### src/hsv_pkg.sv
package hsv_pkg;

   localparam logic [7:0] HUE_REGION_STEPS = 8'd43;
   localparam logic [7:0] HUE_FRAC_SCALE   = 8'd6;
   localparam logic [7:0] FULL_SCALE       = 8'hFF;

   typedef enum logic [2:0] {
      SEC_RED_TO_YEL = 3'd0,
      SEC_YEL_TO_GRN = 3'd1,
      SEC_GRN_TO_CYN = 3'd2,
      SEC_CYN_TO_BLU = 3'd3,
      SEC_BLU_TO_MAG = 3'd4,
      SEC_MAG_TO_RED = 3'd5
   } hue_sector_type;

   typedef struct packed {
      logic [7:0]     brightness;
      hue_sector_type sector;
      logic [7:0]     frac;
      logic [7:0]     sat;
      logic [7:0]     val;
   } prep_type;

   typedef struct packed {
      logic [7:0]     brightness;
      hue_sector_type sector;
      logic           grey;
      logic [7:0]     val;
      logic [7:0]     p_inner;
      logic [7:0]     q_inner;
      logic [7:0]     t_inner;
   } inner_type;

   typedef struct packed {
      logic [7:0]     brightness;
      hue_sector_type sector;
      logic           grey;
      logic [7:0]     val;
      logic [7:0]     p;
      logic [7:0]     q;
      logic [7:0]     t;
   } term_type;

   typedef struct packed {
      logic [7:0] brightness;
      logic [7:0] blue;
      logic [7:0] green;
      logic [7:0] red;
   } pixel_type;

endpackage

### src/hsv_prep.sv
module hsv_prep (
   input  logic              clock,
   input  logic              reset,
   input  logic              in_valid,
   output logic              in_ready,
   input  logic [7:0]        brightness,
   input  logic [7:0]        hue,
   input  logic [3:0]        sat_nibble,
   input  logic [3:0]        val_nibble,
   output logic              out_valid,
   input  logic              out_ready,
   output hsv_pkg::prep_type out_data
);
   import hsv_pkg::*;

   logic           valid_ff;
   prep_type       data_ff;
   prep_type       data_in;
   logic           advance;
   hue_sector_type sector;
   logic [7:0]     base;
   logic [5:0]     rem;

   assign advance = !valid_ff || out_ready;
   assign in_ready = advance;

   always_comb begin
      if (hue < HUE_REGION_STEPS) begin
         sector = SEC_RED_TO_YEL;
         base   = 8'd0;
      end else if (hue < 8'(2 * HUE_REGION_STEPS)) begin
         sector = SEC_YEL_TO_GRN;
         base   = 8'(HUE_REGION_STEPS);
      end else if (hue < 8'(3 * HUE_REGION_STEPS)) begin
         sector = SEC_GRN_TO_CYN;
         base   = 8'(2 * HUE_REGION_STEPS);
      end else if (hue < 8'(4 * HUE_REGION_STEPS)) begin
         sector = SEC_CYN_TO_BLU;
         base   = 8'(3 * HUE_REGION_STEPS);
      end else if (hue < 8'(5 * HUE_REGION_STEPS)) begin
         sector = SEC_BLU_TO_MAG;
         base   = 8'(4 * HUE_REGION_STEPS);
      end else begin
         sector = SEC_MAG_TO_RED;
         base   = 8'(5 * HUE_REGION_STEPS);
      end
   end

   assign rem = 6'(hue - base);

   always_comb begin
      data_in.brightness = brightness;
      data_in.sector     = sector;
      data_in.frac       = 8'({2'b00, rem} * HUE_FRAC_SCALE);
      data_in.sat        = {sat_nibble, sat_nibble};
      data_in.val        = {val_nibble, val_nibble};
   end

   always_ff @(posedge clock) begin
      if (reset) begin
         valid_ff <= 1'b0;
      end else if (advance) begin
         valid_ff <= in_valid;
      end
   end

   always_ff @(posedge clock) begin
      if (advance) begin
         data_ff <= data_in;
      end
   end

   assign out_valid = valid_ff;
   assign out_data  = data_ff;

endmodule

### src/hsv_mult.sv
module hsv_mult (
   input  logic               clock,
   input  logic               reset,
   input  logic               in_valid,
   output logic               in_ready,
   input  hsv_pkg::prep_type  in_data,
   output logic               out_valid,
   input  logic               out_ready,
   output hsv_pkg::term_type  out_data
);
   import hsv_pkg::*;

   logic       inner_valid_ff;
   inner_type  inner_ff;
   inner_type  inner_in;
   logic       term_valid_ff;
   term_type   term_ff;
   term_type   term_in;
   logic       inner_advance;
   logic       term_advance;
   logic [15:0] sq_prod;
   logic [15:0] st_prod;
   logic [15:0] p_prod;
   logic [15:0] q_prod;
   logic [15:0] t_prod;

   assign term_advance  = !term_valid_ff || out_ready;
   assign inner_advance = !inner_valid_ff || term_advance;
   assign in_ready      = inner_advance;

   // inner terms: 255 - S, 255 - (S*f)>>8 and 255 - (S*(255-f))>>8
   assign sq_prod = {8'd0, in_data.sat} * {8'd0, in_data.frac};
   assign st_prod = {8'd0, in_data.sat} * {8'd0, FULL_SCALE - in_data.frac};

   always_comb begin
      inner_in.brightness = in_data.brightness;
      inner_in.sector     = in_data.sector;
      inner_in.grey       = (in_data.sat == 8'd0);
      inner_in.val        = in_data.val;
      inner_in.p_inner    = FULL_SCALE - in_data.sat;
      inner_in.q_inner    = FULL_SCALE - sq_prod[15:8];
      inner_in.t_inner    = FULL_SCALE - st_prod[15:8];
   end

   assign p_prod = {8'd0, inner_ff.val} * {8'd0, inner_ff.p_inner};
   assign q_prod = {8'd0, inner_ff.val} * {8'd0, inner_ff.q_inner};
   assign t_prod = {8'd0, inner_ff.val} * {8'd0, inner_ff.t_inner};

   always_comb begin
      term_in.brightness = inner_ff.brightness;
      term_in.sector     = inner_ff.sector;
      term_in.grey       = inner_ff.grey;
      term_in.val        = inner_ff.val;
      term_in.p          = p_prod[15:8];
      term_in.q          = q_prod[15:8];
      term_in.t          = t_prod[15:8];
   end

   always_ff @(posedge clock) begin
      if (reset) begin
         inner_valid_ff <= 1'b0;
         term_valid_ff  <= 1'b0;
      end else begin
         if (inner_advance) begin
            inner_valid_ff <= in_valid;
         end
         if (term_advance) begin
            term_valid_ff <= inner_valid_ff;
         end
      end
   end

   always_ff @(posedge clock) begin
      if (inner_advance) begin
         inner_ff <= inner_in;
      end
      if (term_advance) begin
         term_ff <= term_in;
      end
   end

   assign out_valid = term_valid_ff;
   assign out_data  = term_ff;

endmodule

### src/hsv_route.sv
module hsv_route (
   input  logic               clock,
   input  logic               reset,
   input  logic               in_valid,
   output logic               in_ready,
   input  hsv_pkg::term_type  in_data,
   output logic               out_valid,
   input  logic               out_ready,
   output hsv_pkg::pixel_type out_data
);
   import hsv_pkg::*;

   logic      valid_ff;
   pixel_type pixel_ff;
   pixel_type pixel_in;
   logic      advance;

   assign advance  = !valid_ff || out_ready;
   assign in_ready = advance;

   always_comb begin
      pixel_in.brightness = in_data.brightness;
      if (in_data.grey) begin
         pixel_in.red   = in_data.val;
         pixel_in.green = in_data.val;
         pixel_in.blue  = in_data.val;
      end else begin
         case (in_data.sector)
            SEC_RED_TO_YEL: begin
               pixel_in.red   = in_data.val;
               pixel_in.green = in_data.t;
               pixel_in.blue  = in_data.p;
            end
            SEC_YEL_TO_GRN: begin
               pixel_in.red   = in_data.q;
               pixel_in.green = in_data.val;
               pixel_in.blue  = in_data.p;
            end
            SEC_GRN_TO_CYN: begin
               pixel_in.red   = in_data.p;
               pixel_in.green = in_data.val;
               pixel_in.blue  = in_data.t;
            end
            SEC_CYN_TO_BLU: begin
               pixel_in.red   = in_data.p;
               pixel_in.green = in_data.q;
               pixel_in.blue  = in_data.val;
            end
            SEC_BLU_TO_MAG: begin
               pixel_in.red   = in_data.t;
               pixel_in.green = in_data.p;
               pixel_in.blue  = in_data.val;
            end
            default: begin
               pixel_in.red   = in_data.val;
               pixel_in.green = in_data.p;
               pixel_in.blue  = in_data.q;
            end
         endcase
      end
   end

   always_ff @(posedge clock) begin
      if (reset) begin
         valid_ff <= 1'b0;
      end else if (advance) begin
         valid_ff <= in_valid;
      end
   end

   always_ff @(posedge clock) begin
      if (advance) begin
         pixel_ff <= pixel_in;
      end
   end

   assign out_valid = valid_ff;
   assign out_data  = pixel_ff;

endmodule

### src/hsv_to_rgb_pixel_convert.sv
// HSV to RGB pixel converter for LED pixel words.
// Input channel req_*: brightness byte, 8-bit hue, 4-bit saturation and
// 4-bit value; a transfer happens when req_valid and req_ready are high.
// Output channel rsp_*: brightness byte copied through, then blue, green, red.
// Saturation and value are widened by nibble repetition; zero saturation
// gives grey at the value level.
// Four register stages (sector/fraction, inner terms, products, channel
// routing). Throughput: one pixel per clock while rsp_ready keeps the
// output moving; the two middle stages each hold one 8x8 multiply level.
// Every stage has its own valid bit and takes new data whenever it is empty
// or its successor moves, so bubbles are squeezed out during a stall.
// When rsp_ready is low the output holds steady and the pipe fills up; at
// most four pixels are held before req_ready drops.
// Reset (synchronous, active high) empties all stages; no pixel survives it.
module hsv_to_rgb_pixel_convert (
   input  logic       clock,
   input  logic       reset,
   input  logic       req_valid,
   output logic       req_ready,
   input  logic [7:0] req_brightness_in,
   input  logic [7:0] req_hue,
   input  logic [3:0] req_sat_nibble,
   input  logic [3:0] req_val_nibble,
   output logic       rsp_valid,
   input  logic       rsp_ready,
   output logic [7:0] rsp_brightness_out,
   output logic [7:0] rsp_blue,
   output logic [7:0] rsp_green,
   output logic [7:0] rsp_red
);
   import hsv_pkg::*;

   prep_type  prep_data;
   logic      prep_valid;
   logic      prep_ready;
   term_type  term_data;
   logic      term_valid;
   logic      term_ready;
   pixel_type pixel;

   hsv_prep u_prep (
      .clock      (clock),
      .reset      (reset),
      .in_valid   (req_valid),
      .in_ready   (req_ready),
      .brightness (req_brightness_in),
      .hue        (req_hue),
      .sat_nibble (req_sat_nibble),
      .val_nibble (req_val_nibble),
      .out_valid  (prep_valid),
      .out_ready  (prep_ready),
      .out_data   (prep_data)
   );

   hsv_mult u_mult (
      .clock     (clock),
      .reset     (reset),
      .in_valid  (prep_valid),
      .in_ready  (prep_ready),
      .in_data   (prep_data),
      .out_valid (term_valid),
      .out_ready (term_ready),
      .out_data  (term_data)
   );

   hsv_route u_route (
      .clock     (clock),
      .reset     (reset),
      .in_valid  (term_valid),
      .in_ready  (term_ready),
      .in_data   (term_data),
      .out_valid (rsp_valid),
      .out_ready (rsp_ready),
      .out_data  (pixel)
   );

   assign rsp_brightness_out = pixel.brightness;
   assign rsp_blue           = pixel.blue;
   assign rsp_green          = pixel.green;
   assign rsp_red            = pixel.red;

endmodule

### config.mk
export PLATFORM = sky130hd
export DESIGN_NAME = hsv_to_rgb_pixel_convert
export DESIGN_NICKNAME = d
export VERILOG_FILES = /design/src/hsv_pkg.sv /design/src/hsv_prep.sv /design/src/hsv_mult.sv /design/src/hsv_route.sv /design/src/hsv_to_rgb_pixel_convert.sv
export SDC_FILE = /design/constraint.sdc
export NUM_CORES = 1
export LEC_CHECK = 0
export BUFFER_PORTS_ARGS = -buffer_cell sky130_fd_sc_hd__buf_4
export CAP_MARGIN = 10
export CORE_AREA = 3 3 185 169
export CTS_CLUSTER_SIZE = 28
export DETAILED_ROUTE_END_ITERATION = 16
export DIE_AREA = 0 0 188 172
export PLACE_DENSITY = 0.74
export SLEW_MARGIN = 20
export SYNTH_ARGS = -nofsm -noshare
export SYNTH_HDL_FRONTEND = slang
export SYNTH_HIERARCHICAL = 1
export SYNTH_SLANG_ARGS = --single-unit
### constraint.sdc
create_clock -name clock -period 4.6 [get_ports clock]
set_input_delay 0.46 -clock clock [delete_from_list [all_inputs] [get_ports clock]]
set_output_delay 0.46 -clock clock [all_outputs]
set_load 0.03 [all_outputs]
* Word-level counts from Yosys, hierarchy flattened
Cells that the tools add are included.
** Word-level totals
- Flip-flop bits (word level) :: 158
- Input bits :: 28
- Output and inout bits :: 34
- Logic and storage cells :: 72
** Cells by class
- $add $sub $neg :: 5
- Multiply operators :: 6
- Magnitude comparators :: 5
- Equal/unequal tests :: 4
- Mux-type cells :: 11
- Reductions and logical operators :: 12
** Operators by type and width (number)
- 24-bit case mux with 5 select lines :: 1
- 8-bit by 8-bit multiplier with 16-bit output :: 4
- 8-bit subtractor, first input constant :: 4
- 6-bit 2-to-1 mux :: 5
- 8-bit < comparator, second input constant :: 3
- 24-bit 2-to-1 mux :: 1
- 8-bit by 7-bit multiplier with 15-bit output :: 1
- 8-bit logical NOT :: 1
- 8-bit by 6-bit < comparator with 1-bit output, second input constant :: 1
- 8-bit by 7-bit < comparator with 1-bit output, second input constant :: 1
- 6-bit by 2-bit multiplier with 7-bit output, second input constant :: 1
- 3-bit by 2-bit equality test with 1-bit output, second input constant :: 2
- 6-bit subtractor :: 1
- 1-bit logical NOT :: 4
- 1-bit logical OR :: 4
- 2-bit 2-to-1 mux :: 2
- 4-bit OR reduction :: 1
- 3-bit by 1-bit equality test with 1-bit output, second input constant :: 1
- 3-bit equality test, second input constant :: 1
- 3-bit logical NOT :: 1
- 1-bit 2-to-1 mux :: 2
- 2-bit OR reduction :: 1

* Logic depth before layout (Yosys ltp)
Gate-level depths: netlist (run 1).
- Depth in word-level cells :: 8
- Mapped depth :: 18
- Gate-level depth less buffers :: 16

* Cells and area by module
The synthesis (run 1) kept the hierarchy.
** Modules (own cells, without submodules)
- hsv_mult :: instances 1, cells an instance 1225, area an instance 12421.9 sq um, seq. area each 2682.6 sq um
- hsv_route :: instances 1, cells an instance 215, area an instance 2220.9 sq um, seq. area each 980.9 sq um
- hsv_prep :: instances 1, cells an instance 115, area an instance 1472.7 sq um, seq. area each 800.8 sq um

* Worst setup path after synthesis (run 1)
Ideal clock, no wire load.
- Path kind :: register to register
- From :: register u_prep.data_ff (netlist bit u_prep/out_data[14])
- To :: register u_mult/inner_ff[6] (netlist name) (data pin)
- Library setup time :: 0.259 ns
- Arrival time :: 4.344 ns
- Required time :: 4.341 ns
- Setup slack :: -0.003 ns
- Cell stages (with the launch flop) :: 17
- Buffers on the path :: 2
- Clock period less this slack :: 4.603 ns
- Cells stage by stage :: edfxtp_1 buf_4 clkbuf_1 clkinv_1 nor2_1 fa_1 fa_1 fa_1 inv_1 fa_1 inv_1 ha_1 nand3_1 nor3_1 o211ai_1 o21ai_0 xnor2_1
** RTL lines
- start, declared :: line hsv_prep.sv:17 : prep_type data_ff;
- start signal, assigned :: line hsv_prep.sv:69 : data_ff <= data_in;
- end signal, assigned :: line hsv_mult.sv:75 : inner_ff <= inner_in;
- end, declared :: line hsv_mult.sv:14 : inner_type inner_ff;

==> results.md, run 1 <==
* CTS clk-pin slew, worst paths at 0.06 ns
* Final hold violation count at 0
* Largest buffer count on any clock path at 2
* Clock sink count at 150
* Ys Warns at 6
* Routed len/inst at about 17 µm
* Synth Cell Area at 16100 µm²
* CP Data Required Time at 4.78 ns
* Sequential fraction of the synthesis area at 0.277
* Port bufs at 61
* Core area at around 30000 µm²
* CTS tree: done
* Cells after Synth at approximately 1600
* Tcrit/Tclk final at 0.978
* Tightest Hold Check Type: in -> reg
* Post-Syn Nets at 1935
* Kind of end point of the critical path: register
* Core Util, Final at 0.611
* I/O Pins at 62
* Count of different cell masters after synthesis at 77
* Synth async-reset ratio at 0
* Worst-path fanout max at 11
* Critical path launch point type: register
* Post-synthesis mux area share at 0.0157
* RSZ-0062 raised after global routing: yes
* Status: completed
* Tmin final at 4.50 ns
* Simple-gate area share of the yosys netlist at 0.157
* Root Driver: clkbuf_16
* Routed Wire Length at roughly 34 mm
* Clock H-tree levels at 4
* Compound-Gate Fraction of Synth Area at 0.0943
* Vias in the first global route at 11200
* DR vias at about 11000
* Initial DRT Pass Iterations at 6
* Worst-Skew Late Latency at between 0.4 and 0.5 ns
* Kind of critical path: reg -> reg
* Total GRT Usage at 0.215
* RR Startpoint: u_prep/out_data[19]
* RePlAce Congestion at ~0.88
* Min Hold Slack at 0.201 ns
* DRC viols at 0
* First-pass GRT wire length at 56.1 mm
* Final max-slew violation count at 0
* Primary FF master, synth: edfxtp_1
* Non-filler instance count after layout at 2071
* Adder-cell share of the synthesized area at 0.356
* HP Start: req_brightness_in[1]
* Critical path arrival at between 4 and 5 ns
* Worst slew pin tran at ~1.0 ns
* Vias per std cell at ~5.5
* Cells after DPL at around 2000
* Post-synth EDFFs at 146
* Die area at 32300 µm²
* Initial Util at 0.543
* Rel. slew slack at 0.296
* Initial antenna violation count at 0
* Gr ovfl total at 0
* Number of CTS-inserted buffers at 17
* Crit. Startpoint: u_prep/out_data[19]
* Ant. Diodes at 0
* Die Ht at approximately 170 µm
* Fmax at 222 MHz
* Largest net degree at the start of global routing at 45
* Die width at 188 µm
* Post-Synth XOR/XNOR Area at 0.0245
* Largest family of logic cells by synthesized area: adder cells
* Max-cap violations at 0
* Layout cells sized above 1 at 0.129
* Clk_skew at 0.00813 ns
* Area growth syn-to-layout at 12.4%
* Routed Antenna Nets at 0
* Final setup fails at 0
* DPL Wire Length at 26.7 mm
* Net count, final at 2035
* Drt first-iter violations at 805
* # rows at 60
* Syn_area_per_cell at 10.4 µm²
* Synth Register Bits at 150
## what timing repair did
| action | 4_1_cts | 5_1_grt |
|---|---|---|
| gates cloned | 0 | 0 |
| hold buffers | 0 | 0 |
| setup endpoints to repair | 2 | 25 |
| gates resized for setup | 1 | 34 |
| setup buffers | 2 | 24 |
| pin swaps | 1 | 8 |
## registers in the layout, summed over array words and instances (netlist names)
| signal | count |
|---|---|
| u_route/out_valid | 1 |
| u_prep/out_data | 26 |
| u_mult/inner_valid_ff | 1 |
| u_prep/out_valid | 1 |
| u_mult/out_valid | 1 |
| u_mult/inner_ff | 44 |
| u_mult/out_data | 44 |
| u_route/out_data | 32 |
## layout by cell type, fill, tap and decap left out, types with 7 or more instances in the layout
| master | instances |
|---|---|
| clkbuf_16 | 17 |
| nand2b_1 | 18 |
| nand3b_1 | 8 |
| nand2_1 | 95 |
| nor2b_1 | 13 |
| ha_1 | 171 |
| nand3_1 | 11 |
| mux2i_1 | 23 |
| inv_1 | 234 |
| buf_4 | 132 |
| xnor2_1 | 26 |
| nor2_1 | 86 |
| xor2_1 | 19 |
| and2_1 | 189 |
| a211o_1 | 8 |
| a21o_1 | 16 |
| o211a_1 | 11 |
| edfxtp_1 | 146 |
| o21ai_1 | 9 |
| fa_1 | 177 |
| nand4_1 | 8 |
| o21ai_0 | 22 |
| nor3_1 | 10 |
| a22o_1 | 7 |
| o22a_1 | 8 |
| a21oi_1 | 39 |
| o21bai_1 | 7 |
| a221o_1 | 7 |
| o41ai_1 | 7 |
## per-layer routing
| metal | share of wire | up-vias | global-route usage |
|---|---|---|---|
| met5 | 0 | - | 0 |
| met4 | 0.024 | 0 | 0.0760 |
| met3 | 0.055 | 51 | 0.0298 |
| met2 | 0.47 | 382 | 0.352 |
| met1 | 0.45 | 5523 | 0.297 |
| li1 | - | 5361 | - |
## per-stage QoR
step	TNS, ns	setup WS [ns]	area, µm²
after CTS	0	0.00898	17800
after floorplan	0	0.0634	16100
after global placement	0	0.101	17200
after global routing	-0.150	-0.0519	18100
after detailed placement	0	0.00663	17200
final	0	0.103	18100
## final cells by class
type | count | area, µm²
well taps | 403 | 504
repair buffers | 142 | 1130
inverters | 241 | 906
flip-flops and latches | 150 | 4460
clock buffers | 24 | 462
multi-input cells | 1103 | 10600
clock inverters | 8 | 77.6
fillers | 2342 | 11500
## worst paths after layout
kind | end | slack, ns | cells after the start
hold reg to reg | u_route/out_data[26] | 0.42 | 0
setup / recovery | u_mult/inner_ff[5] | 0.10 | 16
hold / removal | u_prep/out_data[28] | 0.20 | 1
setup reg to reg | u_mult/inner_ff[5] | 0.10 | 16
## cell usage after synthesis (3+ instances only)
master / count / share of area
fa_1: 177 / 0.22
nor2_1: 89 / 0.021
nor3_1: 11 / 0.0034
xor2_1: 19 / 0.010
o21ai_0: 24 / 0.0075
nand4b_1: 3 / 0.0016
and2_1: 189 / 0.073
o21ai_1: 10 / 0.0031
edfxtp_1: 146 / 0.27
ha_1: 175 / 0.14
clkinv_1: 7 / 0.0016
a21oi_1: 44 / 0.014
o21a_1: 6 / 0.0028
buf_2: 7 / 0.0022
o211ai_1: 6 / 0.0028
nand4_1: 8 / 0.0031
clkbuf_1: 37 / 0.0086
a31oi_1: 5 / 0.0019
a22o_1: 7 / 0.0038
inv_1: 234 / 0.055
buf_4: 10 / 0.0047
o21bai_1: 7 / 0.0033
nand3b_1: 8 / 0.0037
a21o_1: 16 / 0.0075
mux2i_1: 23 / 0.014
nor2b_1: 13 / 0.0050
nand2_1: 96 / 0.022
nand3_1: 11 / 0.0034
and2_2: 6 / 0.0028
and3_1: 5 / 0.0019
a211o_1: 8 / 0.0043
xnor2_1: 26 / 0.014
a211oi_2: 3 / 0.0023
nand2b_1: 18 / 0.0070
buf_6: 5 / 0.0035
o211a_1: 11 / 0.0068
a22oi_1: 3 / 0.0014
o22a_1: 8 / 0.0043
o41ai_1: 7 / 0.0038
a221o_1: 7 / 0.0043
a211oi_1: 7 / 0.0033
dfxtp_1: 4 / 0.0050
a221oi_1: 4 / 0.0022
## critical path: stages, from the launching register on
cell and delay (ns):
edfxtp_1 0.58, buf_4 0.19, buf_4 0.13, nor2_1 0.06, fa_1 0.42, fa_1 0.55
inv_1 0.06, fa_1 0.47, inv_1 0.05, fa_1 0.47, ha_1 0.33, nand3_1 0.11
o211ai_1 0.28, o211ai_1 0.13, buf_4 0.17, o21ai_1 0.17, xnor2_1 0.07
## cells by family (layout without fill, tap and decap cells)
family	count (synthesis)	count (layout)
other cells	1	1
xor+xnor	45	45
fa+ha+maj	352	352
compound gates	206	206
mux	25	25
buf+inv	302	415
simple gates	474	474
flops	150	150
Power of run 1 is not shown: default switching activity piles up to over one toggle a cycle in this logic, so the estimate is an artifact.
==> run 2, diff against run 1 <==
Settings changed: CAP_MARGIN 10 to 25, PLACE_DENSITY 0.74 to not set, PLACE_DENSITY_LB_ADDON set to 0.25.
==> results.md, run 2 (synthesized netlist as in run 1, its figures left out) <==
* CTS clk-pin slew, worst paths at 0.06 ns (about the same)
* Tightest Hold Check Type: in -> reg
* Die Ht at 172 µm (unchanged)
* Port bufs at 61 (unchanged)
* Hold-fix buffers at CTS at 0 (unchanged)
* Area growth syn-to-layout at 12.8%
* Hold depth at 1 (unchanged)
* Commonest non-fill, non-tap cell in the layout: inv_1
* Max stage delay on crit path at 0.52 ns (-0.06 ns)
* Total GRT Usage at 0.222 (+0.00724)
* Final max-slew violation count at 0 (unchanged)
* Initial Util at 0.543 (unchanged)
* HP Start: req_brightness_in[5]
* Commonest cells after routing, fill and taps aside: inv_1 (233), and2_1 (189), fa_1 (174)
* Non-filler instance count after layout at 2078 (+0.34%)
* RSZ-0062 raised after global routing: yes
* Net count, final at 2042 (+0.34%)
* Clock H-tree levels at 4 (unchanged)
* Status: completed
* Largest buffer count on any clock path at 2 (unchanged)
* Ant. Diodes at 0 (unchanged)
* CTS tree: done
* Critical path launch point type: register
* Worst slew pin tran at 0.964 ns (-0.0837 ns)
* R2R setup slack at 0.12 ns (+0.02 ns)
* Max-cap violations at 0 (unchanged)
* Min Hold Slack at 0.193 ns (-0.00802 ns)
* Routed Wire Length at 35.2 mm (+2.4%)
* Final setup fails at 0 (unchanged)
* Largest net degree at the start of global routing at 45 (unchanged)
* Root Driver: clkbuf_16
* I/O Pins at 62 (unchanged)
* Top cell by count, worst path: fa_1
* Clock sink count at 150 (unchanged)
* Kind of critical path: reg -> reg
* Final hold violation count at 0 (unchanged)
* # rows at 60 (unchanged)
* Clk_skew at 0.00934 ns (+0.00120 ns)
* Initial DRT Pass Iterations at 5 (-1)
* First-pass GRT wire length at 57.6 mm (+2.7%)
* Routed len/inst at 17.0 µm (+2.1%)
* DPL Wire Length at 27.2 mm (+1.9%)
* Number of CTS-inserted buffers at 17 (unchanged)
* DRC viols at 0 (unchanged)
* Cell chain of the critical path: buf_4 > nand2_1 > fa_1 > fa_1 > inv_1 > fa_1 > inv_1 > fa_1 > inv_1 > ha_1 > a211oi_1 > nor2_1 > a211oi_2 > o31ai_1 > xor2_1
* Kind of end point of the critical path: register
* Slowest-stage cell, CP: fa_1
* Die width at 188 µm (unchanged)
* CP Data Required Time at 4.78 ns (about the same)
* Layout cells sized above 1 at 0.133 (+0.00304)
* Gr ovfl total at 0 (unchanged)
* RePlAce Congestion at 0.898 (+2.5%)
* Tcrit/Tclk final at 0.974 (-0.00384)
* Core Util, Final at 0.613 (+0.00249)
* Worst-path fanout max at 16 (+5)
* Rel. slew slack at 0.357 (+0.0612)
* Critical path arrival at 4.66 ns (-0.02 ns)
* DR vias at 11300 (+0.071%)
* Routed Antenna Nets at 0 (unchanged)
* Worst-Skew Late Latency at 0.44 ns (about the same)
* Fmax at 223 MHz (+0.39%)
* Cells after DPL at 2021 (+0.40%)
* Critical path buffers and inverters at 4 (-1)
* Drt first-iter violations at 768 (-4.6%)
* Fillcell total at 2398 (+2.4%)
* Worst hold endpoint: u_prep/out_data[32]
* Die area at 32300 µm² (unchanged)
* Vias in the first global route at 11400 (+1.5%)
* FF-to-FF path depth at 15 (-1)
* CP delay by family, top: adder cells
* Tmin final at 4.48 ns (-0.0177 ns)
* FF-to-FF End: u_mult/out_data[22]
* Initial antenna violation count at 0 (unchanged)
* RR Startpoint: u_mult/inner_ff[26]
* Core area at 29700 µm² (unchanged)
* Vias per std cell at 5.45 (-0.27%)
[run 2: through the flow]
stage                     setup WS (ns)  instance area, µm²  TNS (ns)
after floorplan                  0.0634               16100         0
after global placement           0.0872               17300         0
after detailed placement         0.0281               17300         0
final                             0.121               18200         0
after global routing             -0.123               18200    -0.385
after CTS                        0.0173               17900         0
[run 2: worst max-delay path by stage]
stage / from / endpoint / slack (ns) / cells past startpoint
2_1_floorplan: u_prep/out_data[14] / u_mult/inner_ff[6] / 0.06 / 16
3_3_place_gp: u_prep/out_data[13] / u_mult/inner_ff[15] / 0.09 / 15
3_5_place_dp: u_prep/out_data[13] / u_mult/inner_ff[15] / 0.03 / 15
6_report: u_mult/inner_ff[26] / u_mult/out_data[22] / 0.12 / 15
4_1_cts: u_prep/out_data[13] / u_mult/inner_ff[15] / 0.02 / 15
5_1_grt: u_mult/inner_ff[26] / u_mult/out_data[22] / -0.12 / 15
[run 2: layout make-up]
cell class / instances / area, µm² / area share
Tap cell: 403 / 504 / 0.0277
Inverter: 241 / 906 / 0.0498
Multi-Input combinational cell: 1103 / 10600 / 0.580
Clock inverter: 12 / 119 / 0.00654
Clock buffer: 20 / 457 / 0.0251
Timing Repair Buffer: 149 / 1180 / 0.0648
Sequential cell: 150 / 4460 / 0.246
[run 2: layer usage]
layer,wire (µm),share of wire,track usage
met5,0,0,0
met4,895,0.025,0.0766
met3,1740,0.050,0.0337
met2,16900,0.48,0.368
met1,15700,0.45,0.303
[run 2: what timing repair did]
action / CTS / global route
resized for setup: 0 / 29
setup buffers: 0 / 24
endpoints found under the setup margin: 0 / 26
Power of run 2 is left out for the same reason.
